File: src/kvlt_pkg.sv
`timescale 1ns / 1ps

package kvlt_pkg;

  // longest string that parses; later characters set the error state
  localparam int MAX_LEN = 4096;
  localparam int IDX_W   = $clog2(MAX_LEN);
  localparam int POS_W   = $clog2(MAX_LEN + 1);

  // result field widths
  localparam int START_W = 12;
  localparam int LEN_W   = 13;

  // characters the parser cares about
  localparam logic [7:0] CH_TAB   = 8'h09;
  localparam logic [7:0] CH_SPACE = 8'h20;
  localparam logic [7:0] CH_COMMA = 8'h2C;
  localparam logic [7:0] CH_EQ    = 8'h3D;
  localparam logic [7:0] CH_QUOTE = 8'h27;

  typedef enum logic [8:0] {
    ST_BEFORE_KEY  = 9'b000000001,
    ST_IN_KEY      = 9'b000000010,
    ST_AFTER_KEY   = 9'b000000100,
    ST_AFTER_EQ    = 9'b000001000,
    ST_OPEN_QUOTE  = 9'b000010000,
    ST_PLAIN       = 9'b000100000,
    ST_QUOTED      = 9'b001000000,
    ST_AFTER_VAL   = 9'b010000000,
    ST_ERR         = 9'b100000000
  } parse_st_t;

  typedef struct packed {
    parse_st_t        st;
    logic [POS_W-1:0] position;
    logic [IDX_W-1:0] key_begin;
    logic [IDX_W-1:0] key_finish;
    logic [IDX_W-1:0] value_begin;
    logic [POS_W-1:0] value_finish;
    logic             in_spaces;
  } parser_t;

  localparam parser_t PARSER_RESET = '{
    st:           ST_BEFORE_KEY,
    position:     '0,
    key_begin:    '0,
    key_finish:   '0,
    value_begin:  '0,
    value_finish: '0,
    in_spaces:    1'b0
  };

  typedef struct packed {
    logic               pair;
    logic [START_W-1:0] key_start;
    logic [LEN_W-1:0]   key_length;
    logic [START_W-1:0] value_start;
    logic [LEN_W-1:0]   value_length;
    logic               done;
    logic               err;
  } result_t;

endpackage

File: src/key_value_list_tokenizer.sv
`timescale 1ns / 1ps

// Tokenizer for a comma-separated list of KEY=VALUE or KEY='VALUE' pairs,
// fed one Latin-1 character per word with last marking the final character.
// The parser state advances as each word is accepted, and any result
// lands in a single output register, so a new character is taken every
// clock while out_ready is high or while that output register is empty.
// A word yields a result only when a pair completes or when it is the
// last character; the result gives start and length of key and value,
// and on the last character done_res plus parse_error. Positions count
// from zero at the first character of each string; characters at position
// 4096 and beyond put the parser in its error state. After the last
// character the parser is back in its reset state, ready for the next
// string.
module key_value_list_tokenizer (
  input  logic        clk,
  input  logic        rst,
  input  logic        in_valid,
  output logic        in_ready,
  input  logic [7:0]  ch,
  input  logic        last,
  output logic        out_valid,
  input  logic        out_ready,
  output logic        pair_valid,
  output logic [11:0] key_start,
  output logic [12:0] key_length,
  output logic [11:0] value_start,
  output logic [12:0] value_length,
  output logic        done_res,
  output logic        parse_error
);
  import kvlt_pkg::*;

  parser_t parser;
  parser_t parser_next;
  result_t step_res;
  result_t result;
  logic    accept;

  // output register frees up when empty or being taken this cycle
  assign in_ready = !out_valid || out_ready;
  assign accept   = in_valid && in_ready;

  // next-state logic for one character
  kvlt_step u_step (
    .cur  (parser),
    .ch   (ch),
    .last (last),
    .nxt  (parser_next),
    .res  (step_res)
  );

  // parser state advances on each accepted word
  always_ff @(posedge clk) begin
    if (rst) begin
      parser <= PARSER_RESET;
    end else if (accept) begin
      parser <= parser_next;
    end
  end

  // result register; words that produce nothing leave it empty
  always_ff @(posedge clk) begin
    if (rst) begin
      out_valid <= 1'b0;
    end else if (in_ready) begin
      out_valid <= accept && (step_res.pair || step_res.done);
    end
  end

  always_ff @(posedge clk) begin
    if (accept) begin
      result <= step_res;
    end
  end

  assign pair_valid   = result.pair;
  assign key_start    = result.key_start;
  assign key_length   = result.key_length;
  assign value_start  = result.value_start;
  assign value_length = result.value_length;
  assign done_res     = result.done;
  assign parse_error  = result.err;

  // the last character always produces a done result
  a_last_done: assert property (@(posedge clk) disable iff (rst)
    (accept && last) |=> (out_valid && done_res))
    else $error("last character did not produce a done result");

  // a result only exists for a pair or the end of a string
  a_no_empty: assert property (@(posedge clk) disable iff (rst)
    out_valid |-> (pair_valid || done_res))
    else $error("result without pair or done");

  // error status only rides on a done result
  a_err_done: assert property (@(posedge clk) disable iff (rst)
    (out_valid && parse_error) |-> done_res)
    else $error("parse_error without done_res");

  // fields stay zero when no pair is reported
  a_zero_fields: assert property (@(posedge clk) disable iff (rst)
    (out_valid && !pair_valid) |-> (key_length == '0 && value_length == '0 &&
                                    key_start == '0 && value_start == '0))
    else $error("pair fields set without a pair");

endmodule

File: src/kvlt_step.sv
`timescale 1ns / 1ps

module kvlt_step (
  input  kvlt_pkg::parser_t cur,
  input  logic [7:0]        ch,
  input  logic              last,
  output kvlt_pkg::parser_t nxt,
  output kvlt_pkg::result_t res
);
  import kvlt_pkg::*;

  function automatic logic is_blank(input logic [7:0] c);
    return (c == CH_TAB) || (c == CH_SPACE);
  endfunction

  parser_t          nx;
  logic [IDX_W-1:0] pos;
  logic             emit;
  logic [POS_W-1:0] emit_b;
  logic [POS_W-1:0] emit_e;
  logic [POS_W-1:0] vlen;
  logic [IDX_W-1:0] klen;
  logic             blank;

  assign pos   = cur.position[IDX_W-1:0];
  assign blank = is_blank(ch);

  always_comb begin
    nx     = cur;
    emit   = 1'b0;
    emit_b = '0;
    emit_e = '0;

    if (cur.position < POS_W'(MAX_LEN)) begin
      nx.position = cur.position + POS_W'(1);
      unique case (cur.st)
        ST_BEFORE_KEY: begin
          if (blank || ch == CH_COMMA) begin
            nx.st = cur.st;
          end else if (ch == CH_EQ || ch == CH_QUOTE) begin
            nx.st = ST_ERR;
          end else begin
            nx.key_begin = pos;
            nx.st        = ST_IN_KEY;
          end
        end
        ST_IN_KEY: begin
          if (blank) begin
            nx.key_finish = pos;
            nx.st         = ST_AFTER_KEY;
          end else if (ch == CH_EQ) begin
            nx.key_finish = pos;
            nx.st         = ST_AFTER_EQ;
          end
        end
        ST_AFTER_KEY: begin
          if (ch == CH_EQ) begin
            nx.st = ST_AFTER_EQ;
          end else if (!blank) begin
            nx.st = ST_ERR;
          end
        end
        ST_AFTER_EQ: begin
          if (blank) begin
            nx.st = cur.st;
          end else if (ch == CH_QUOTE) begin
            nx.st = ST_OPEN_QUOTE;
          end else if (ch == CH_COMMA) begin
            emit  = 1'b1;
            nx.st = ST_BEFORE_KEY;
          end else begin
            nx.value_begin = pos;
            nx.in_spaces   = 1'b0;
            nx.st          = ST_PLAIN;
          end
        end
        ST_OPEN_QUOTE: begin
          if (ch == CH_QUOTE) begin
            emit  = 1'b1;
            nx.st = ST_AFTER_VAL;
          end else begin
            nx.value_begin = pos;
            nx.st          = ST_QUOTED;
          end
        end
        ST_PLAIN: begin
          if (blank) begin
            if (!cur.in_spaces) begin
              nx.in_spaces    = 1'b1;
              nx.value_finish = cur.position;
            end
          end else if (ch == CH_COMMA) begin
            if (!cur.in_spaces) begin
              nx.value_finish = cur.position;
            end
            emit         = 1'b1;
            emit_b       = POS_W'(cur.value_begin);
            emit_e       = cur.in_spaces ? cur.value_finish : cur.position;
            nx.in_spaces = 1'b0;
            nx.st        = ST_BEFORE_KEY;
          end else begin
            nx.in_spaces = 1'b0;
          end
        end
        ST_QUOTED: begin
          if (ch == CH_QUOTE) begin
            nx.value_finish = cur.position;
            emit            = 1'b1;
            emit_b          = POS_W'(cur.value_begin);
            emit_e          = cur.position;
            nx.st           = ST_AFTER_VAL;
          end
        end
        ST_AFTER_VAL: begin
          if (ch == CH_COMMA) begin
            nx.st = ST_BEFORE_KEY;
          end else if (!blank) begin
            nx.st = ST_ERR;
          end
        end
        default: begin
          nx.st = ST_ERR;
        end
      endcase
    end else begin
      nx.st = ST_ERR;
    end

    // end of string flushes a pending plain or empty value
    if (last) begin
      if (nx.st == ST_PLAIN) begin
        if (!nx.in_spaces) begin
          nx.value_finish = nx.position;
        end
        emit   = 1'b1;
        emit_b = POS_W'(nx.value_begin);
        emit_e = nx.value_finish;
      end else if (nx.st == ST_AFTER_EQ) begin
        emit   = 1'b1;
        emit_b = '0;
        emit_e = '0;
      end
    end
  end

  assign klen = (nx.key_finish > nx.key_begin) ? (nx.key_finish - nx.key_begin) : '0;
  assign vlen = (emit_e > emit_b) ? (emit_e - emit_b) : '0;

  always_comb begin
    res.pair         = emit;
    res.key_start    = emit ? START_W'(nx.key_begin) : '0;
    res.key_length   = emit ? LEN_W'(klen) : '0;
    res.value_start  = (emit && emit_e > emit_b) ? START_W'(emit_b) : '0;
    res.value_length = emit ? LEN_W'(vlen) : '0;
    res.done         = last;
    res.err          = last && (nx.st == ST_ERR);
  end

  assign nxt = last ? PARSER_RESET : nx;

endmodule
File: config.mk
export PLATFORM = sky130hd
export DESIGN_NAME = key_value_list_tokenizer
export DESIGN_NICKNAME = d
export VERILOG_FILES = /design/src/kvlt_pkg.sv /design/src/key_value_list_tokenizer.sv /design/src/kvlt_step.sv
export SDC_FILE = /design/constraint.sdc
export NUM_CORES = 1
export LEC_CHECK = 0
export ABC_AREA = 1
export BUFFER_PORTS_ARGS = -buffer_cell sky130_fd_sc_hd__buf_2
export CORE_MARGIN = 5
export CORE_UTILIZATION = 50
export CTS_CLUSTER_DIAMETER = 60
export DETAILED_ROUTE_END_ITERATION = 10
export GPL_TIMING_DRIVEN = 0
export PLACE_DENSITY = 0.69
export SYNTH_ARGS = -nofsm -noshare
export SYNTH_HDL_FRONTEND = slang
export SYNTH_SLANG_ARGS = --single-unit
File: constraint.sdc
create_clock -name clk -period 4.6 [get_ports clk]
set_clock_uncertainty 0.2 [all_clocks]
set_input_delay 0.23 -clock clk [delete_from_list [all_inputs] [get_ports clk]]
set_output_delay 0.23 -clock clk [all_outputs]
set_load 0.01 [all_outputs]
==> summary.md, run 1 <==
| Metric | Value |
|---|---|
| Status | complete, no violations |
| Routed length per instance | 16.2 um |
| Slowest-stage cell, CP | dfxtp_1 |
| DRT iter0 DRCs | 826 |
| Syn Area/Cell | 6.96 um2 |
| Crit path kind | flip-flop to flip-flop |
| Max rail drop VDD | 255 uV |
| Initial antenna violation count | 0 |
| Layout cells sized above 1 | 16.8% |
| Die area | 18,600 um2 |
| Comb power frac | 10.9% |
| CP max stage delay | 0.38 ns |
| Vias in the first global route | 7,323 |
| Asr flop ratio synth | 0% |
| Slew Limit Fails | 0 |
| Clock Latency Late Sink | 0.43 ns |
| MaxCap Viol Count | 0 |
| ANT cells | 0 |
| Row cnt | 46 |
| DP Worst Slack | -0.150 ns |
| Fmax | 0.229 GHz |
| Power Dens Cells | 296 nW/um2 |
| Mapped cell area | 7990 um2 |
| Fillers | 1,514 |
| P_sw | 757 uW |
| Core ar. | 15,800 um2 |
| DR vias | 8,057 |
| # H-tree levels | 4 |
| Syn Nets | 1,187 |
| Clk pwr share | 46.6% |
| Port bufs | 65 |
| RSZ-0062 raised after global routing | yes |
| Die Wd | 136 um |
| Number of synthesized flops with an enable pin | 52 |
| Multi-input logic area | 4410 um2 |
| CP Cell Sequence | inv_2, clkbuf_4, nand2_1, nor2_2, inv_2, a21oi_1, nand2_1, nand2_1, nand2_2, inv_2, clkbuf_2, nor2_1, o31ai_4, ha_1, a21oi_1, o21ai_1, nand3_1, o2111ai_1, a21oi_1, a21oi_2, o21ai_4, buf_8, nor2_2 |
| Max-slew headroom | 58.0% |
| CP max FO | 10 |
| Setup-failing EPs final | 0 |
| Worst-Margin Slew | 0.630 ns |
| Part of the cycle the worst path needs | 95.0% |
| Seq pwr share | 42.6% |
| Drt drc | 0 |
| Num ports | 68 |
| Synth unique cells | 54 |
| Clock Sinks | 125 |
| Setup TNS | 0 ns |
| Power Internal | 2.04 mW |
| CP Capture Type | flip-flop |
| Final wirelength | 23.9 mm |
| Clk root buf | clkbuf_16 |
| HP Class | input pin to flip-flop |
| Initial Util | 50.6% |
| Post-Synthesis Cells | 1,147 |
| Synth Warn # | 0 |
| Routability congestion estimate | 0.947 |
| Fin. Hold Viols | 0 |
| NumNets Final | 1,286 |
| Longest Clk Path Bufs | 2 |
| DRT antenna net count | 0 |
| Largest net degree at the start of global routing | 48 |
| Die height | 136 um |
| Synth Flop Type | dfxtp_1 |
| DP HPWL | 17.4 mm |
| Final WS setup | 0.229 ns |
| CP Launch Type | flip-flop |
| Seq cells post-synth | 125 |
| Largest area contributor in the netlist | edfxtp_1 |
| Switching Share | 27.0% |
| FF/Latch Area | 3020 um2 |
| Lkg Pwr | 3.90 nW |
| Via density | 5.46 |
| DRT Pass-1 Iters | 5 |
| First-pass GRT wire length | 37.9 mm |
| Synth top area share | 19.6% |
| Seq/Total Area, Yosys | 37.9% |
| Synth-to-Final Area Change | 18.3% |
| CP arrival | 4.34 ns |
| Final Critical Period | 4.37 ns |
| CTS tree | built |
| All-Layer GR Usage | 26.1% |
| Total gr overflow | 0 |
| Number of CTS-inserted buffers | 17 |
| Clk slew on worst S/H paths | 0.06 ns |
| WP data required | 4.57 ns |
| Top post-synthesis cells by area | edfxtp_1 (20%), dfxtp_1 (18%), nand2_1 (16%) |
[cells by family (layout without fill, tap and decap cells)]
group,count (synthesis),after routing,share of synthesized area [%]
buffers and inverters,175,287,8.65
DFF,125,125,37.9
other,1,1,0.0470
AOI/OAI and AO/OA,250,250,16.8
and+or+nand+nor,540,540,29.0
muxes,2,2,0.251
adders and majority gates,27,27,4.42
xor gates and xnor gates,27,27,2.96
[layer usage]
layer  GRT usage (%)  share of wire (%)
met2            42.4                 48
met5               0                  0
met3            3.66                7.2
met4            9.57                2.5
met1            35.3                 43
[registers in the layout (all words and copies together) (netlist names)]
register / flops
parser: 72
value_length: 13
key_length: 12
key_start: 12
value_start: 12
done_res: 1
out_valid: 1
pair_valid: 1
parse_error: 1
[placed cells by master, fill, tap and decap left out, types with 4 or more instances in the layout]
cell type / count
nor2_4: 7
a21oi_2: 5
clkbuf_1: 29
nor2_1: 84
edfxtp_1: 52
ha_1: 24
nor3_1: 9
nand3_1: 34
o21ai_0: 89
o21ai_1: 10
nand2_1: 338
or2_2: 6
buf_1: 5
dfxtp_1: 73
nand2_2: 6
xnor2_1: 5
inv_2: 15
nand4_1: 12
buf_4: 14
inv_1: 108
clkbuf_16: 18
a21oi_1: 114
buf_2: 69
nor2_2: 25
xor2_1: 22
clkbuf_2: 4
[synthesized netlist by cell type (all sizes together) (2+ instances only)]
master and number:
o211ai 3, or2 7, ha 25, nor3b 2, nor3 13, a21oi 120, buf 15, nand3 38
clkbuf 35, nand2 345, a31oi 4, nor4 3, o21ai 102, xnor2 5, xor2 22, dfxtp 73
nand3b 2, a211oi 2, mux2i 2, edfxtp 52, o22ai 2, o31ai 7, fa 2, a22oi 2
clkinv 2, inv 123, nand4 12, nor2 116
[final cells by class]
| class | count | area share, % |
|---|---|---|
| Buffer | 49 | 2.53 |
| Timing Repair Buffer | 81 | 4.93 |
| Tap cell | 216 | 2.86 |
| Clock buffer | 21 | 5.21 |
| Sequential cell | 125 | 32.0 |
| Multi-Input combinational cell | 847 | 46.6 |
| Inverter | 125 | 4.98 |
| Clock inverter | 11 | 0.848 |
[timing repair]
action | in CTS | in global routing
endpoints found under the hold margin | 3 | 0
endpoints found under the setup margin | 25 | 37
setup buffers | 0 | 12
hold buffers | 3 | 0
pin swaps | 1 | 8
resized for setup | 8 | 46
[worst paths after layout]
| path | cells after the start | endpoint | slack, ns | start |
|---|---|---|---|---|
| hold reg to reg | 2 | parser[11] | 0.26 | parser[11] |
| setup reg to reg | 23 | value_start[6] | 0.23 | parser[71] |
| hold / removal | 2 | parser[29] | 0.06 | rst |
| setup / recovery | 23 | value_start[6] | 0.23 | parser[71] |
[power groups by stage]
stage | clock, mW | sequential [mW] | combinational [mW]
global placement | 0 | 1.22 | 0.291
detailed placement | 0 | 1.21 | 0.295
CTS | 1.31 | 1.19 | 0.300
finish | 1.30 | 1.19 | 0.304
floorplan | 0 | 1.23 | 0.190
global route | 1.37 | 1.19 | 0.339
[worst max-delay path: cells and delay by family (launching register included)]
family	cells	cell delay (ns)
compound gates	8	1.49
fa+ha+maj	1	0.31
buf+inv	6	0.91
flops	1	0.38
simple gates	8	0.82
[stage by stage]
stage	hold slack, ns	utilization, %	instance area [um2]	power (mW)	std cells
2_1_floorplan	0.129	-	7990	1.42	1147
3_3_place_gp	0.251	54.4	8580	1.51	1428
3_5_place_dp	0.256	54.5	8600	1.51	1429
4_1_cts	0.0367	58.6	9230	2.80	1464
5_1_grt	0.0816	59.9	9450	2.90	1475
6_report	0.0569	59.9	9450	2.80	1475
Note: power is estimated with default switching activity, not from simulation.
==> run 2, diff against run 1 <==
--- a/config.mk
+++ b/config.mk
@@ -12,7 +12,7 @@
 export CTS_CLUSTER_DIAMETER = 60
 export DETAILED_ROUTE_END_ITERATION = 10
 export GPL_TIMING_DRIVEN = 0
-export PLACE_DENSITY = 0.69
+export PLACE_DENSITY = 0.76
 export SYNTH_ARGS = -nofsm -noshare
 export SYNTH_HDL_FRONTEND = slang
 export SYNTH_SLANG_ARGS = --single-unit
==> run 2 against run 1 <==
Sequential power about the same. Count of clock-buffer cells in the layout up 4. Fmax down 0.64%. Critical endpoint is now value_start[11]. Largest cell class unchanged.
==> summary.md, run 2 (synthesis results as in run 1) <==
| Metric | Value |
|---|---|
| Clk slew on worst S/H paths | 0.06 ns (about the same) |
| Met1 usage | 33.4% (-1.9 points) |
| Crit path max-delay family | simple AND/OR/NAND/NOR gates |
| Grt peak-use layer | met2 |
| MaxCap Viol Count | 0 (unchanged) |
| Most common cell after layout, fill and taps aside | nand2_1 |
| HP Class | input pin to flip-flop |
| CP Capture Type | flip-flop |
| Drt drc | 0 (unchanged) |
| Routability congestion estimate | 0.938 (-0.92%) |
| DRT Pass-1 Iters | 5 (unchanged) |
| Largest net degree at the start of global routing | 46 (-4.2%) |
| Placed Instances | 1,429 (unchanged) |
| Fmax | 0.227 GHz (-0.64%) |
| Vias in the first global route | 7,098 (-3.1%) |
| CTS tree | built |
| CP startpoint | parser[66] |
| Power Dens Cells | 308 nW/um2 (+4.2%) |
| Initial antenna violation count | 0 (unchanged) |
| Layout Cells excl Fill | 1,476 (+0.068%) |
| Fin. Hold Viols | 0 (unchanged) |
| Part of the cycle the worst path needs | 95.6% (+0.62 points) |
| Largest register FFs | 72 (unchanged) |
| Worst reg2reg path startpoint | parser[66] |
| DP HPWL | 16.6 mm (-4.9%) |
| Layout cells sized above 1 | 16.2% (-0.57 points) |
| Routed length per instance | 15.5 um (-4.1%) |
| Final core utilization | 60.3% (+0.41 points) |
| Slew Limit Fails | 0 (unchanged) |
| Via density | 5.48 (+0.25%) |
| WP data required | 4.57 ns (about the same) |
| Port bufs | 65 (unchanged) |
| Max rail drop VDD | 252 uV (-1.3%) |
| R2r setup slk | 0.20 ns (-0.03 ns) |
| Commonest cells after routing, fill and taps aside | nand2_1 (338), a21oi_1 (115), inv_1 (109) |
| Longest Clk Path Bufs | 2 (unchanged) |
| NumNets Final | 1,287 (+0.078%) |
| Status | complete, no violations |
| Bufs and invs on worst path | 5 (-1) |
| Clk root buf | clkbuf_16 |
| Placed cell area | 8600 um2 (unchanged) |
| Hold Crit Start | rst |
| CP max FO | 10 (unchanged) |
| Final wirelength | 22.9 mm (-4.0%) |
| RSZ-0062 raised after global routing | yes |
| Worst-Margin Slew | 0.613 ns (-0.0167 ns) |
| Met2 usage in global routing | 39.3% (-3.1 points) |
| Worst R2R End | value_start[11] |
| CP max stage delay | 0.37 ns (about the same) |
| Crit path kind | flip-flop to flip-flop |
| Clock Sinks | 125 (unchanged) |
| Initial Util | 50.6% (unchanged) |
| First-pass GRT wire length | 36.1 mm (-4.8%) |
| Critical path depth | 25 (+8.7%) |
| Total gr overflow | 0 (unchanged) |
| Die area | 18,600 um2 (unchanged) |
| Design Area, Final | 9510 um2 (+0.69%) |
| Num ports | 68 (unchanged) |
| Number of CTS-inserted buffers | 17 (unchanged) |
| Setup TNS | 0 ns (unchanged) |
| Core ar. | 15,800 um2 (unchanged) |
| CP Launch Type | flip-flop |
| Final Critical Period | 4.40 ns (+0.0284 ns) |
| All-Layer GR Usage | 24.7% (-1.3 points) |
| Slowest-stage cell, CP | dfxtp_1 |
| Max-slew headroom | 59.1% (+1.1 points) |
| DRT antenna net count | 0 (unchanged) |
| DRT iter0 DRCs | 753 (-8.8%) |
| Crit path to | value_start[11] |
| ANT cells | 0 (unchanged) |
| Fillers | 1,455 (-3.9%) |
| Clock Latency Late Sink | 0.42 ns (about the same) |
| CP arrival | 4.37 ns (+0.03 ns) |
| DR vias | 8,083 (+0.32%) |
| Worst r2r path cells | 25 (+8.7%) |
| Biggest register | parser |
| Die height | 136 um (unchanged) |
| Die Wd | 136 um (unchanged) |
| # H-tree levels | 4 (unchanged) |
| Lkg Pwr | 3.94 nW (+0.99%) |
| Grt met3 use | 4.44% (+0.78 points) |
| Synth-to-Final Area Change | 19.1% |
| Setup-failing EPs final | 0 (unchanged) |
| Row cnt | 46 (unchanged) |
## run 2: cell types whose count changed in the layout (fill, tap and decap cells not counted), moves of 2 or more
cell        before  now
clkbuf_1        29   31
inv_6            3    1
bufinv_16        0    2
clkbuf_8         3    5
clkinvlp_4       3    1
nor3_1           9   11
## run 2: layout make-up
type / instances / area [um2] / area share (%)
Multi-Input combinational cell: 847 / 4390 / 46.2
Sequential cell: 125 / 3020 / 31.8
Clock buffer: 25 / 548 / 5.76
Timing Repair Buffer: 82 / 473 / 4.97
Inverter: 125 / 470 / 4.95
Tap cell: 216 / 270 / 2.84
Buffer: 49 / 238 / 2.50
Clock inverter: 7 / 95.1 / 1.00
## run 2: repair_timing
| action | in CTS | in global routing |
|---|---|---|
| setup endpoints to repair | 21 | 36 |
| setup buffers | 0 | 13 |
| pin swaps | 0 | 10 |
| endpoints found under the hold margin | 3 | 0 |
| hold buffers | 3 | 0 |
| gates resized for setup | 9 | 39 |
## run 2: worst min-delay path by stage
stage                             to  slack [ns]  cells past startpoint
final                     parser[29]        0.07                      2
after global routing      parser[29]        0.09                      2
after CTS                 parser[29]        0.05                      2
after detailed placement   parser[4]        0.26                      2
after global placement    parser[10]        0.25                      2
after floorplan             done_res        0.13                      0
## run 2: worst register-to-register path, delay by kind of cell (launching register included)
kind                       cells  cell delay [ns]
DFF                            1             0.37
AOI/OAI and AO/OA              7             1.23
adders and majority gates      1             0.32
and+or+nand+nor               12             1.34
buffers and inverters          5             0.70
## run 2: per-layer routing
metal | up-vias | wire (um)
li1 | 3977 | -
met1 | 3664 | 9730
met2 | 376 | 10600
met3 | 66 | 1870
met4 | 0 | 734
met5 | - | 0
## run 2: power by group
group / internal, mW / switching (mW) / leakage, nW / total [mW]
Sequential: 1.18 / 0.0102 / 1.12 / 1.19
Combinational: 0.0947 / 0.208 / 2.50 / 0.302
Clock: 0.936 / 0.505 / 0.316 / 1.44
## run 2: per-stage QoR
stage          power [mW]  setup slack, ns  hold slack, ns
2_1_floorplan        1.42            0.811           0.129
3_3_place_gp         1.50           -0.153           0.252
3_5_place_dp         1.51           -0.135           0.255
4_1_cts              2.94           0.0366          0.0510
5_1_grt              3.03          -0.0675          0.0939
6_report             2.93            0.201          0.0713
